==> config.mk <==
export PLATFORM = sky130hd
export DESIGN_NAME = dos_stamp_to_centisec_time_flat
export DESIGN_NICKNAME = d
export VERILOG_FILES = /design/src/rtl/dsct_pkg.sv /design/src/rtl/dsct_if.sv /design/src/rtl/dos_stamp_to_centisec_time.sv /design/src/rtl/dsct_convert.sv /design/src/flat_wrapper.sv
export SDC_FILE = /design/constraint.sdc
export NUM_CORES = 1
export LEC_CHECK = 0
export BUFFER_PORTS_ARGS = -buffer_cell sky130_fd_sc_hd__buf_4
export CAP_MARGIN = 10
export CORE_MARGIN = 2
export CORE_UTILIZATION = 43
export DETAILED_ROUTE_END_ITERATION = 8
export PLACE_DENSITY = 0.66
export SYNTH_ARGS = -nofsm -noshare
export SYNTH_HDL_FRONTEND = slang
export SYNTH_SLANG_ARGS = --single-unit
==> constraint.sdc <==
create_clock -name clk -period 11.5 [get_ports clk]
set_clock_uncertainty 0.15 [all_clocks]
set_input_delay 0.575 -clock clk [delete_from_list [all_inputs] [get_ports clk]]
set_output_delay 0.575 -clock clk [all_outputs]
set_load 0.01 [all_outputs]
==> src/rtl/dsct_pkg.sv <==
package dsct_pkg;

    localparam int unsigned DAYS_W = 17;
    localparam int unsigned TOD_W  = 24;
    localparam int unsigned CS_W   = 40;

    localparam logic [11:0] FILE_TYPE_RESET = 12'hFE4;
    localparam logic [11:0] LOAD_PREFIX     = 12'hFFF;

    // 1980 - 1900, and the leap years 1904..1976
    localparam logic [DAYS_W-1:0] BASE_YEAR_OFS  = 17'd80;
    localparam logic [DAYS_W-1:0] LEAPS_TO_BASE  = 17'd19;
    localparam logic [DAYS_W-1:0] DAYS_PER_YEAR  = 17'd365;
    // 2100 is the only year in range that is a multiple of four but not leap
    localparam logic [6:0]        CENTURY_YEAR   = 7'd120;

    localparam logic [TOD_W-1:0]  CS_PER_HOUR    = 24'd360000;
    localparam logic [TOD_W-1:0]  CS_PER_MIN     = 24'd6000;
    localparam logic [TOD_W-1:0]  CS_PER_2SEC    = 24'd200;
    localparam logic [23:0]       CS_PER_DAY     = 24'd8640000;

    localparam logic [3:0] MONTH_MARCH = 4'd3;
    localparam logic [3:0] MONTH_DEC   = 4'd12;

    typedef struct packed {
        logic [DAYS_W-1:0] days;
        logic [TOD_W-1:0]  tod;
        logic              dflt;
    } conv_t;

    function automatic logic [8:0] days_before_month(input logic [3:0] month);
        logic [8:0] r;
        case (month)
            4'd1:    r = 9'd0;
            4'd2:    r = 9'd31;
            4'd3:    r = 9'd59;
            4'd4:    r = 9'd90;
            4'd5:    r = 9'd120;
            4'd6:    r = 9'd151;
            4'd7:    r = 9'd181;
            4'd8:    r = 9'd212;
            4'd9:    r = 9'd243;
            4'd10:   r = 9'd273;
            4'd11:   r = 9'd304;
            4'd12:   r = 9'd334;
            default: r = 9'd0;
        endcase
        return r;
    endfunction

endpackage

==> src/rtl/dsct_if.sv <==
interface dsct_stamp_if;
    logic        valid;
    logic        ready;
    logic [15:0] dos_time;
    logic [15:0] dos_date;

    modport source(output valid, output dos_time, output dos_date, input ready);
    modport sink(input valid, input dos_time, input dos_date, output ready);
endinterface

interface dsct_time_if;
    logic        valid;
    logic        ready;
    logic [31:0] load_word;
    logic [31:0] exec_word;
    logic        used_default;

    modport source(output valid, output load_word, output exec_word,
                   output used_default, input ready);
    modport sink(input valid, input load_word, input exec_word,
                 input used_default, output ready);
endinterface

==> src/rtl/dos_stamp_to_centisec_time.sv <==
// FAT date/time stamp to centiseconds since 1 January 1900.
// stamp: input channel, one beat carries a FAT time word and a FAT date word.
// result: output channel, one beat per stamp carrying the load word (0xFFF prefix,
//   file type, time bits 39:32) and the exec word (time bits 31:0), plus a flag
//   that is set when a zero stamp or an invalid month forced the time to zero.
// cfg_we/cfg_wdata: writes the 12-bit file type; only write while the block is idle.
// Throughput: one stamp per cycle while the result is not stalled.
// The input register feeds the field decode and day count, a middle register
//   holds days and time of day, and the single 17 x 24 bit multiply by
//   centiseconds per day sits before the result register.
// Each stage advances whenever the stage after it is empty or moving, so the
//   block keeps taking stamps while a finished result waits, until all three
//   registers are full; a stalled result beat holds its payload.
// Reset: clears all stages to empty and sets the file type to 0xFE4.
module dos_stamp_to_centisec_time (
    input  logic                clk,
    input  logic                rst_n,
    dsct_stamp_if.sink          stamp,
    dsct_time_if.source         result,
    input  logic                cfg_we,
    input  logic [11:0]         cfg_wdata
);

    logic                           in_valid_reg;
    logic [15:0]                    in_time_reg;
    logic [15:0]                    in_date_reg;
    logic                           mid_valid_reg;
    dsct_pkg::conv_t                mid_reg;
    logic                           out_valid_reg;
    logic [dsct_pkg::CS_W-1:0]      out_cs_reg;
    logic                           out_dflt_reg;
    logic [11:0]                    file_type_reg;

    dsct_pkg::conv_t                conv;
    logic [dsct_pkg::CS_W-1:0]      cs_next;
    logic                           adv_out;
    logic                           adv_mid;
    logic                           adv_in;

    dsct_convert u_convert (
        .dos_time (in_time_reg),
        .dos_date (in_date_reg),
        .conv     (conv)
    );

    assign adv_out = !out_valid_reg || result.ready;
    assign adv_mid = !mid_valid_reg || adv_out;
    assign adv_in  = !in_valid_reg  || adv_mid;

    assign stamp.ready = adv_in;

    assign cs_next = {23'd0, mid_reg.days} * {16'd0, dsct_pkg::CS_PER_DAY}
                   + {16'd0, mid_reg.tod};

    always_ff @(posedge clk or negedge rst_n)
    begin
        if (!rst_n)
        begin
            in_valid_reg  <= 1'b0;
            mid_valid_reg <= 1'b0;
            out_valid_reg <= 1'b0;
            file_type_reg <= dsct_pkg::FILE_TYPE_RESET;
        end
        else
        begin
            if (adv_in)
                in_valid_reg <= stamp.valid;
            if (adv_mid)
                mid_valid_reg <= in_valid_reg;
            if (adv_out)
                out_valid_reg <= mid_valid_reg;
            if (cfg_we)
                file_type_reg <= cfg_wdata;
        end
    end

    always_ff @(posedge clk)
    begin
        if (adv_in && stamp.valid)
        begin
            in_time_reg <= stamp.dos_time;
            in_date_reg <= stamp.dos_date;
        end
        if (adv_mid && in_valid_reg)
            mid_reg <= conv;
        if (adv_out && mid_valid_reg)
        begin
            out_cs_reg   <= cs_next;
            out_dflt_reg <= mid_reg.dflt;
        end
    end

    assign result.valid        = out_valid_reg;
    assign result.load_word    = {dsct_pkg::LOAD_PREFIX, file_type_reg, out_cs_reg[39:32]};
    assign result.exec_word    = out_cs_reg[31:0];
    assign result.used_default = out_dflt_reg;

    // a forced default carries a zero count
    assert property (@(posedge clk) disable iff (!rst_n)
        (out_valid_reg && out_dflt_reg) |-> (out_cs_reg == '0))
        else $error("default result with non-zero time");

    // an empty result register never blocks the input
    assert property (@(posedge clk) disable iff (!rst_n)
        !out_valid_reg |-> stamp.ready)
        else $error("input stalled with empty result register");

    // a held middle stage is not lost while the result is stalled
    assert property (@(posedge clk) disable iff (!rst_n)
        (mid_valid_reg && out_valid_reg && !result.ready) |=> mid_valid_reg)
        else $error("middle stage dropped during stall");

    // an accepted stamp reaches the middle stage whenever the middle stage is empty
    assert property (@(posedge clk) disable iff (!rst_n)
        (in_valid_reg && !mid_valid_reg) |=> mid_valid_reg)
        else $error("stamp did not advance into empty middle stage");

endmodule

==> src/rtl/dsct_convert.sv <==
module dsct_convert (
    input  logic [15:0]    dos_time,
    input  logic [15:0]    dos_date,
    output dsct_pkg::conv_t conv
);

    logic [6:0]                     year_ofs;
    logic [3:0]                     month;
    logic [4:0]                     day;
    logic [4:0]                     hour;
    logic [5:0]                     minute;
    logic [4:0]                     sec2;
    logic [dsct_pkg::DAYS_W-1:0]    year_days;
    logic [dsct_pkg::DAYS_W-1:0]    leap_days;
    logic [dsct_pkg::DAYS_W-1:0]    day_ofs;
    logic                           leap_year;
    logic                           leap_adj;
    logic                           bad;
    logic [7:0]                     year_ofs_rnd;

    always_comb
    begin
        year_ofs = dos_date[15:9];
        month    = dos_date[8:5];
        day      = dos_date[4:0];
        hour     = dos_time[15:11];
        minute   = dos_time[10:5];
        sec2     = dos_time[4:0];

        bad = ((dos_time == 16'd0) && (dos_date == 16'd0))
            || (month == 4'd0) || (month > dsct_pkg::MONTH_DEC);

        year_days = (dsct_pkg::BASE_YEAR_OFS + {10'd0, year_ofs}) * dsct_pkg::DAYS_PER_YEAR;

        // leap years from 1980 up to the year before this one
        year_ofs_rnd = {1'b0, year_ofs} + 8'd3;
        leap_days    = dsct_pkg::LEAPS_TO_BASE + {11'd0, year_ofs_rnd[7:2]}
                     - {16'd0, (year_ofs > dsct_pkg::CENTURY_YEAR)};

        leap_year = (year_ofs[1:0] == 2'd0) && (year_ofs != dsct_pkg::CENTURY_YEAR);
        leap_adj  = leap_year && (month >= dsct_pkg::MONTH_MARCH);

        // day zero counts as the first of the month
        day_ofs = (day == 5'd0) ? '0 : {12'd0, day - 5'd1};

        if (bad)
        begin
            conv.days = '0;
            conv.tod  = '0;
        end
        else
        begin
            conv.days = year_days + leap_days
                      + {8'd0, dsct_pkg::days_before_month(month)}
                      + {16'd0, leap_adj} + day_ofs;
            conv.tod  = {19'd0, hour} * dsct_pkg::CS_PER_HOUR
                      + {18'd0, minute} * dsct_pkg::CS_PER_MIN
                      + {19'd0, sec2} * dsct_pkg::CS_PER_2SEC;
        end
        conv.dflt = bad;
    end

endmodule
==> src/flat_wrapper.sv <==
// flat-port wrapper written by rule: the top's interface ports become plain ports
module dos_stamp_to_centisec_time_flat 
  (clk, rst_n, cfg_we, cfg_wdata, stamp_valid, stamp_dos_time, stamp_dos_date, stamp_ready, result_valid, result_load_word, result_exec_word, result_used_default, result_ready);
  dsct_stamp_if stamp_i ();
  dsct_time_if result_i ();
  input  logic clk;
  input  logic rst_n;
  input  logic cfg_we;
  input  logic [11:0] cfg_wdata;
  input wire logic [$bits(stamp_i.valid)-1:0] stamp_valid;
  input wire logic [$bits(stamp_i.dos_time)-1:0] stamp_dos_time;
  input wire logic [$bits(stamp_i.dos_date)-1:0] stamp_dos_date;
  output wire logic [$bits(stamp_i.ready)-1:0] stamp_ready;
  output wire logic [$bits(result_i.valid)-1:0] result_valid;
  output wire logic [$bits(result_i.load_word)-1:0] result_load_word;
  output wire logic [$bits(result_i.exec_word)-1:0] result_exec_word;
  output wire logic [$bits(result_i.used_default)-1:0] result_used_default;
  input wire logic [$bits(result_i.ready)-1:0] result_ready;
  assign stamp_i.valid = stamp_valid;
  assign stamp_i.dos_time = stamp_dos_time;
  assign stamp_i.dos_date = stamp_dos_date;
  assign stamp_ready = stamp_i.ready;
  assign result_valid = result_i.valid;
  assign result_load_word = result_i.load_word;
  assign result_exec_word = result_i.exec_word;
  assign result_used_default = result_i.used_default;
  assign result_i.ready = result_ready;
  dos_stamp_to_centisec_time u_core (.clk(clk), .rst_n(rst_n), .stamp(stamp_i), .result(result_i), .cfg_we(cfg_we), .cfg_wdata(cfg_wdata));
endmodule
==> results of run 1 <==
kinds of logic (layout without fill, tap and decap cells):
kind of cell	after synthesis	in the layout
XOR/XNOR	106	106
AND/OR/NAND/NOR	265	265
flip-flops	133	133
AO/OA/AOI/OAI	217	217
multiplexers	21	21
buffers and inverters	384	491
adder cells (fa/ha/maj)	480	480
other	2	15
per-layer routing:
layer | global-route usage | vias up | routed length (microns)
met1 | 0.230 | 5149 | 15500
met2 | 0.279 | 157 | 15400
li1 | - | 5492 | -
met4 | 0.0389 | 0 | 421
met5 | 0 | - | 0
met3 | 0.0280 | 20 | 1020
worst register-to-register path, cell delays in order, from the launching register on:
cell and delay, ps:
edfxtp_1 540, ha_1 340, inv_1 50, fa_1 520
inv_1 50, fa_1 450, ha_1 330, fa_1 540
inv_1 50, fa_1 530, inv_1 40, ha_1 270
a2111oi_4 420, o21ai_0 240, o21ai_0 190, o21a_1 190
o21bai_1 70, a21oi_1 180, xnor2_1 90, ha_1 380
and2_1 150, o2111ai_1 130, a211o_1 340, nand2b_4 180
o41ai_2 350, xnor2_1 100
cells in the final DEF (no fill, tap or decap), types with 4 or more instances in the layout:
cell	n
inv_1	357
ha_1	323
fa_1	157
edfxtp_1	109
buf_4	101
nor2_1	93
xnor2_1	76
a21oi_1	66
nand2_1	48
o21ai_0	39
xor2_1	27
a21o_1	25
nor3_1	24
nand3_1	17
clkbuf_16	17
conb_1	15
o21a_1	14
mux2_2	14
nand2b_1	13
nor2b_1	12
and2_1	12
a31oi_1	10
and3_1	9
dfxtp_1	9
dfstp_2	8
a21boi_0	7
or3_1	7
mux2i_1	7
dfrtp_1	7
o21bai_1	6
a211oi_1	6
o211ai_1	5
inv_6	5
o41a_1	4
and2_2	4
nand3b_1	4
inv_8	4
per-stage QoR:
stage / util / cell area (sq um)
after CTS: 0.487 / 18400
after detailed placement: 0.471 / 17800
after global routing: 0.487 / 18400
final: 0.487 / 18400
after global placement: 0.471 / 17800
after floorplan: - / 16600
repair_timing:
item | CTS | global route
buffers inserted | 0 | 0
hold buffers | 1 | 0
hold endpoints to repair | 7 | 0
cell type report:
class / instances / share of cell area
sequential: 133 / 0.209
timing repair buffer: 102 / 0.0418
clock inverter: 15 / 0.00899
inverter: 357 / 0.0729
multi-input combinational: 1104 / 0.609
clock buffer: 17 / 0.0232
tap: 511 / 0.0348
how the worst max path moves through the flow:
stage,endpoint,cells past startpoint
6_report,u_core.out_cs_reg[39]$_DFFE_PP_,25
3_5_place_dp,u_core.out_cs_reg[39]$_DFFE_PP_,25
5_1_grt,u_core.out_cs_reg[39]$_DFFE_PP_,25
4_1_cts,u_core.out_cs_reg[39]$_DFFE_PP_,25
2_1_floorplan,u_core.out_cs_reg[39]$_DFFE_PP_,25
3_3_place_gp,u_core.out_cs_reg[39]$_DFFE_PP_,25
==> impl_metrics.tcl, run 1 <==
set metrics [dict create \
    worstPathMaxFanout 7 \
    synth_top_area_share 0.244 \
    min_from "stamp_dos_time[7]" \
    grt_max_degree 40 \
    synthDistinctLibCells 76 \
    fin_crit_ps 7120 \
    max_slew_margin 0.277 \
    crit_required_ps 11540 \
    tritoncts "built" \
    drtAntennaViolNets 0 \
    fin_crit_sh 0.619 \
    setup.worst_path.start_class "register" \
    grt_pass1_wl_microns 55000 \
    synth_edf_count 109 \
    final_cells 2239 \
    end_kind "register" \
    cts_sinks 133 \
    wire_per_inst_microns 14.5 \
    clkLatencyLatePin_ps 440 \
    die_area_sq_mm 0.0401 \
    fin_ws_ps 4380 \
    ys_warn_count 0 \
    cts_resized 0 \
    routed_wirelength_microns 32400 \
    slowest_delay_ps 540 \
    track_usage 0.168 \
    num-fill-cells 3451 \
    syn-cell-area_sq_mm 0.0165 \
    hold_depth 1 \
    core_area_sq_mm 0.0378 \
    cpLargestDelayFamily "adder cells" \
    path_class "register to register" \
    whs_ps 153 \
    min_to "u_core.in_time_reg[7]$_DFFE_PP_" \
    multi_input_area_sq_mm 0.0112 \
    rsz0062_at_grt "false" \
    gr-total-overflow 0 \
    critical-path-slowest-cell "edfxtp_1" \
    final.setup.tns_ps 0 \
    htree_levels 4 \
    synthTopCellsByArea "ha_1 (24%), edfxtp_1 (20%), fa_1 (19%), inv_1 (8.1%), xnor2_1 (4.0%)" \
    place_ws_ps 4420 \
    synth_mux_area_frac 0.0138 \
    n_antenna_cell 0 \
    synth_top_family_by_area "adder cells" \
    yosys.area_share.simple 0.0789 \
    place.gp.congestion 0.877 \
    yosysMostFrequentCell "inv_1" \
    cp.arrival_ps 7160 \
    placementRows 71 \
    synthXorXnorAreaFrac 0.0575 \
    largest_reg_flops 39 \
    port-buffer-count 100 \
    numCtsBuffers 17 \
    startpoint "u_core.mid_reg[31]$_SDFFCE_PP0P_" \
    grt_pass1_vias 11229 \
    areaGrowthSynthToFinish_pct 11.0 \
    status "completed" \
    timing_worst_slew_pin_value_ps 1050 \
    synth.top_cells.by_count "inv_1 (357), ha_1 (323), fa_1 (157), edfxtp_1 (109), nor2_1 (93)" \
    dr.pass1.iters 5 \
    die_y_microns 200 \
    fmax_mhz 140 \
    maxCapViolations 0 \
    clockBufferDepth 2 \
    final-seq-area_sq_mm 0.00384 \
    finalHoldViolations 0 \
    synth_flop_cell "edfxtp_1" \
    setup_violations 0 \
    initial_core_util 0.438 \
    seq_area_frac_synth 0.232 \
    reg2reg_slack_ps 4380 \
    netlist.top_cell.by_area "ha_1" \
    drc 0 \
    timing.rr.start "u_core.mid_reg[31]$_SDFFCE_PP0P_" \
    syn_inst 1608 \
    die_w_microns 200 \
    finalNetCount 2244 \
    crit_buf_inv 4 \
    synth_compound_area_frac 0.0886 \
    r2r_end "u_core.out_cs_reg[39]$_DFFE_PP_" \
    synthAdderAreaFrac 0.434 \
    vias 10818 \
    dpl.hpwl_microns 27500 \
    drtIter0Drc 453 \
    drive_gt1_frac 0.106 \
    ys_ff_latch 133 \
    viasPerCell 4.83 \
    cts_root_buf "clkbuf_16" \
    avgSynthCellArea_sq_um 10.3 \
    ioPinCount 116 \
    reg2reg_depth 25 \
    hold_path_class "input pin to register" \
    path_clk_slew_ps 70 \
    async_reset_ff_frac 0.113 \
    place_inst 2206 \
    slew_viol_final 0 \
    antenna_found_initial 0 \
]
Power of run 1 is left out: the tool's default activity adds up to more than one toggle a clock period on the data nets, which glitch-free logic cannot reach.
==> inputs of run 2 (changes only) <==
Clock period 11.5 ns to 7.2 ns, I/O delays scaled along.
==> run 2 against run 1 <==
  * Fmax is 3.6% higher
  * Die area is the same
  * Register-to-register slack lost 4100 ps
  * Design area increased by 3.4%
  * Sequential share of layout area fell by 0.69 points
  * Critical path depth down 2
  * Via count grew 2.3%
  * Final cell count up 2.9%
  * Flip-flop and latch count did not move
  * Worst setup slack worse by 4100 ps
  * Non-clock buffer count up 64
  * Critical path type unchanged
==> impl_metrics.tcl, run 2 (synthesized netlist as in run 1, its figures left out) <==
set metrics [dict create \
    status "completed" \
    areaGrowthSynthToFinish_pct 14.8 \
    path_class "register to register" \
    drtAntennaViolNets 0 \
    dr.pass1.iters 4 \
    startpoint "u_core.mid_reg[33]$_SDFFCE_PP0P_" \
    place_inst 2211 \
    vias 11070 \
    grt_pass1_vias 11445 \
    max_slew_margin 0.263 \
    maxCapViolations 0 \
    path_clk_slew_ps 70 \
    die_w_microns 200 \
    drive_gt1_frac 0.114 \
    die_area_sq_mm 0.0401 \
    finalNetCount 2308 \
    wire_per_inst_microns 14.3 \
    initial_core_util 0.438 \
    setup.worst_path.start_class "register" \
    port-buffer-count 100 \
    final_common_cell "inv_1" \
    clockBufferDepth 2 \
    slew_viol_final 0 \
    setup_violations 0 \
    antenna_found_initial 0 \
    cts_sinks 133 \
    timing.rr.start "u_core.mid_reg[33]$_SDFFCE_PP0P_" \
    gr-total-overflow 0 \
    timing_worst_slew_pin_value_ps 1080 \
    viasPerCell 4.81 \
    ioPinCount 116 \
    core_area_sq_mm 0.0378 \
    cts_root_buf "clkbuf_16" \
    rsz0062_at_grt "false" \
    crit_required_ps 7240 \
    worstPathMaxFanout 6 \
    place.gp.congestion 0.896 \
    fin_crit_sh 0.955 \
    drc 0 \
    end_kind "register" \
    cp.arrival_ps 6920 \
    tritoncts "built" \
    htree_levels 4 \
    grt_pass1_wl_microns 55200 \
    final_cell_mix "inv_1 (357), ha_1 (323), fa_1 (157)" \
    numCtsBuffers 17 \
    dpl.hpwl_microns 27500 \
    final.setup.tns_ps 0 \
    fmax_mhz 145 \
    hold_path_class "input pin to register" \
    n_antenna_cell 0 \
    grt_max_degree 40 \
    largest_reg_flops 39 \
    final_cells 2303 \
    routed_wirelength_microns 32900 \
    fin_crit_ps 6880 \
    min_from "result_ready" \
    placementRows 71 \
    drtIter0Drc 505 \
    die_y_microns 200 \
    track_usage 0.170 \
    clkLatencyLatePin_ps 440 \
    finalHoldViolations 0 \
]
## run 2: layout make-up
cell class	count	area, sq um
fill	3335	18800
tap	511	639
clock buffer	17	425
timing repair buffer	166	1360
sequential	133	3840
clock inverter	15	185
inverter	357	1340
multi-input combinational	1104	11200
## run 2: per-stage QoR
| stage | hold WS [ps] | setup WS [ps] | util | area, sq um |
|---|---|---|---|---|
| 2_1_floorplan | -85.6 | 638 | - | 16600 |
| 3_3_place_gp | 69.4 | 349 | 0.472 | 17800 |
| 3_5_place_dp | 74.3 | 215 | 0.472 | 17800 |
| 4_1_cts | 21.4 | 208 | 0.500 | 18900 |
| 5_1_grt | 56.2 | 2.59 | 0.503 | 19000 |
| 6_report | 48.5 | 322 | 0.503 | 19000 |
## run 2: timing repair
action	in CTS	in global routing
gates resized for setup	0	4
endpoints found under the hold margin	60	0
setup endpoints to repair	0	2
setup buffers	0	14
hold buffers	46	0
## run 2: routing by layer
layer	GRT usage	vias to the layer above	part of all wire
met1	0.228	5272	0.47
met3	0.0265	28	0.027
met4	0.0448	0	0.014
met2	0.285	149	0.48
met5	0	-	0
li1	-	5621	-
## run 2: critical path, stage by stage (launching register included)
cell	delay, ps
edfxtp_1	500
inv_1	170
fa_1	520
inv_1	50
ha_1	200
fa_1	530
inv_1	50
fa_1	470
inv_1	50
fa_1	520
inv_1	50
fa_1	490
inv_1	40
ha_1	370
a21oi_1	200
o221ai_1	250
a221oi_4	440
a211oi_4	140
a311oi_1	410
xnor2_2	170
nand4_1	140
or2_4	280
o41ai_2	330
xnor2_1	110
## run 2: final timing paths
| path | slack [ps] | end | cells past startpoint |
|---|---|---|---|
| min | 50 | u_core.result.valid$_DFFE_PN0P_ | 3 |
| max | 320 | u_core.out_cs_reg[39]$_DFFE_PP_ | 23 |
| max in group asynchronous | 6500 | u_core.file_type_reg[11]$_DFFE_PN1P_ | 2 |
| min in group asynchronous | 150 | u_core.file_type_reg[1]$_DFFE_PN0P_ | 2 |
| max reg2reg | 320 | u_core.out_cs_reg[39]$_DFFE_PP_ | 23 |
| min reg2reg | 270 | u_core.out_cs_reg[3]$_DFFE_PP_ | 0 |
Power of run 2 is left out for the same reason.
==> inputs of run 3 (changes only) <==
==> constraint.sdc (replaced) <==
create_clock -name clk -period 7 [get_ports clk]
set_clock_uncertainty 0.15 [all_clocks]
set_input_delay 0 -clock clk [delete_from_list [all_inputs] [get_ports clk]]
set_output_delay 0 -clock clk [all_outputs]
set_load 0.05 [all_outputs]
==> run 3 against run 2 <==
  * Via count increased by 1.0%
  * First-iteration DRC count shrank 25%
  * Global-route usage rose by 0.23 points
  * Critical path type unchanged
  * Critical endpoint unchanged
  * Register-to-register slack got worse by 50 ps
  * Routed wire length grew 1.9%
  * Die area did not move
  * Critical path depth grew 2
==> impl_metrics.tcl, run 3 (synthesized netlist as in run 1, its figures left out) <==
set metrics [dict create \
    fmax_mhz 149 \
    drtAntennaViolNets 0 \
    final_cells 2332 \
    clkLatencyLatePin_ps 440 \
    dr.pass1.iters 6 \
    clockBufferDepth 2 \
    initial_core_util 0.438 \
    top_usage_layer "met2" \
    place_inst 2220 \
    place_ws_ps 95.3 \
    num-fill-cells 3381 \
    end_kind "register" \
    grt_pass1_wl_microns 56100 \
    ioPinCount 116 \
    cts_sinks 133 \
    placementRows 71 \
    gr-total-overflow 0 \
    place.gp.congestion 0.905 \
    track_usage 0.172 \
    die_w_microns 200 \
    gr-usage-met3 0.0285 \
    grt_max_degree 40 \
    die_area_sq_mm 0.0401 \
    drive_gt1_frac 0.125 \
    vias 11186 \
    numCtsBuffers 17 \
    cp.arrival_ps 6780 \
    critical-path-slowest-cell "fa_1" \
    fin_crit_sh 0.962 \
    dpl.hpwl_microns 27300 \
    final-seq-area_sq_mm 0.00384 \
    path_clk_slew_ps 70 \
    final_cell_mix "inv_1 (357), ha_1 (319), fa_1 (157)" \
    finalNetCount 2337 \
    final_util 0.511 \
    slew_viol_final 0 \
    port-buffer-count 100 \
    slowest_delay_ps 540 \
    maxCapViolations 0 \
    cts_root_buf "clkbuf_16" \
    status "completed" \
    fin_crit_ps 6730 \
    viasPerCell 4.80 \
    finalHoldViolations 0 \
    multi_input_area_sq_mm 0.0113 \
    htree_levels 4 \
    crit_required_ps 7050 \
    antenna_found_initial 0 \
    final_common_cell "inv_1" \
    wire_per_inst_microns 14.4 \
    grt_pass1_vias 11597 \
    routed_wirelength_microns 33600 \
    hold_path_class "input pin to register" \
    areaGrowthSynthToFinish_pct 16.6 \
    crit_buf_inv 4 \
    fin_ws_ps 268 \
    max_slew_margin 0.252 \
    met2_usage 0.295 \
    cpLargestDelayFamily "adder cells" \
    drtIter0Drc 379 \
    largest_reg_flops 39 \
    globalRouteMet1Util 0.223 \
    n_antenna_cell 0 \
    timing_worst_slew_pin_value_ps 1090 \
    worstPathMaxFanout 4 \
    die_y_microns 200 \
    setup.worst_path.start_class "register" \
    path_class "register to register" \
    tritoncts "built" \
    drc 0 \
    core_area_sq_mm 0.0378 \
    setup_violations 0 \
]
[run 3: cell types whose count changed in the layout (fill, tap and decap cells not counted), sizes merged]
cell and delta:
buf +13, bufinv -1, clkinv +3, clkinvlp +2, dlygate4sd3 +16, inv -4
[run 3: path summary, 6_finish.rpt]
path | start | to | slack, ps | cells past startpoint
worst max-delay path | u_core.mid_reg[31]$_SDFFCE_PP0P_ | u_core.out_cs_reg[39]$_DFFE_PP_ | 270 | 25
worst max register to register | u_core.mid_reg[31]$_SDFFCE_PP0P_ | u_core.out_cs_reg[39]$_DFFE_PP_ | 270 | 25
max in group asynchronous | rst_n | u_core.mid_valid_reg$_DFFE_PN0P_ | 5190 | 4
worst min register to register | u_core.mid_reg[4]$_SDFFCE_PP0P_ | u_core.out_cs_reg[3]$_DFFE_PP_ | 270 | 0
min in group asynchronous | rst_n | u_core.file_type_reg[11]$_DFFE_PN1P_ | 480 | 3
worst min-delay path | stamp_dos_time[0] | u_core.in_time_reg[0]$_DFFE_PP_ | 120 | 2
[run 3: routing by layer]
layer,vias to the layer above,part of all wire
met5,-,0
met3,40,0.025
li1,5678,-
met1,5325,0.47
met2,143,0.49
met4,0,0.019
[run 3: area by class of cell]
type                       instances  area share
clock buffer                      17      0.0220
clock inverter                    15     0.00726
inverter                         357      0.0694
multi-input combinational       1104       0.585
sequential                       133       0.199
tap                              511      0.0331
timing repair buffer             195      0.0841
[run 3: metrics by stage]
step | setup TNS (ps) | area (sq um) | hold WS, ps
finish | 0 | 19300 | 121
CTS | 0 | 19100 | 93.4
global placement | 0 | 17900 | -290
detailed placement | 0 | 17900 | -287
floorplan | 0 | 16600 | -446
global route | -25.9 | 19300 | 106
[run 3: what timing repair did]
item                       CTS  global route
resized for setup            0            23
hold buffers                62             0
setup endpoints to repair    0             8
setup buffers                0            18
hold endpoints to repair    66             0
[run 3: worst reg2reg max path, delay by kind of cell (launching register included)]
family | cells | cell delay [ps]
adders and majority gates | 8 | 3380
AOI/OAI and AO/OA | 8 | 1600
and+or+nand+nor | 3 | 470
DFF | 1 | 440
xor gates and xnor gates | 2 | 220
buffers and inverters | 4 | 210
Power of run 3 is left out for the same reason.
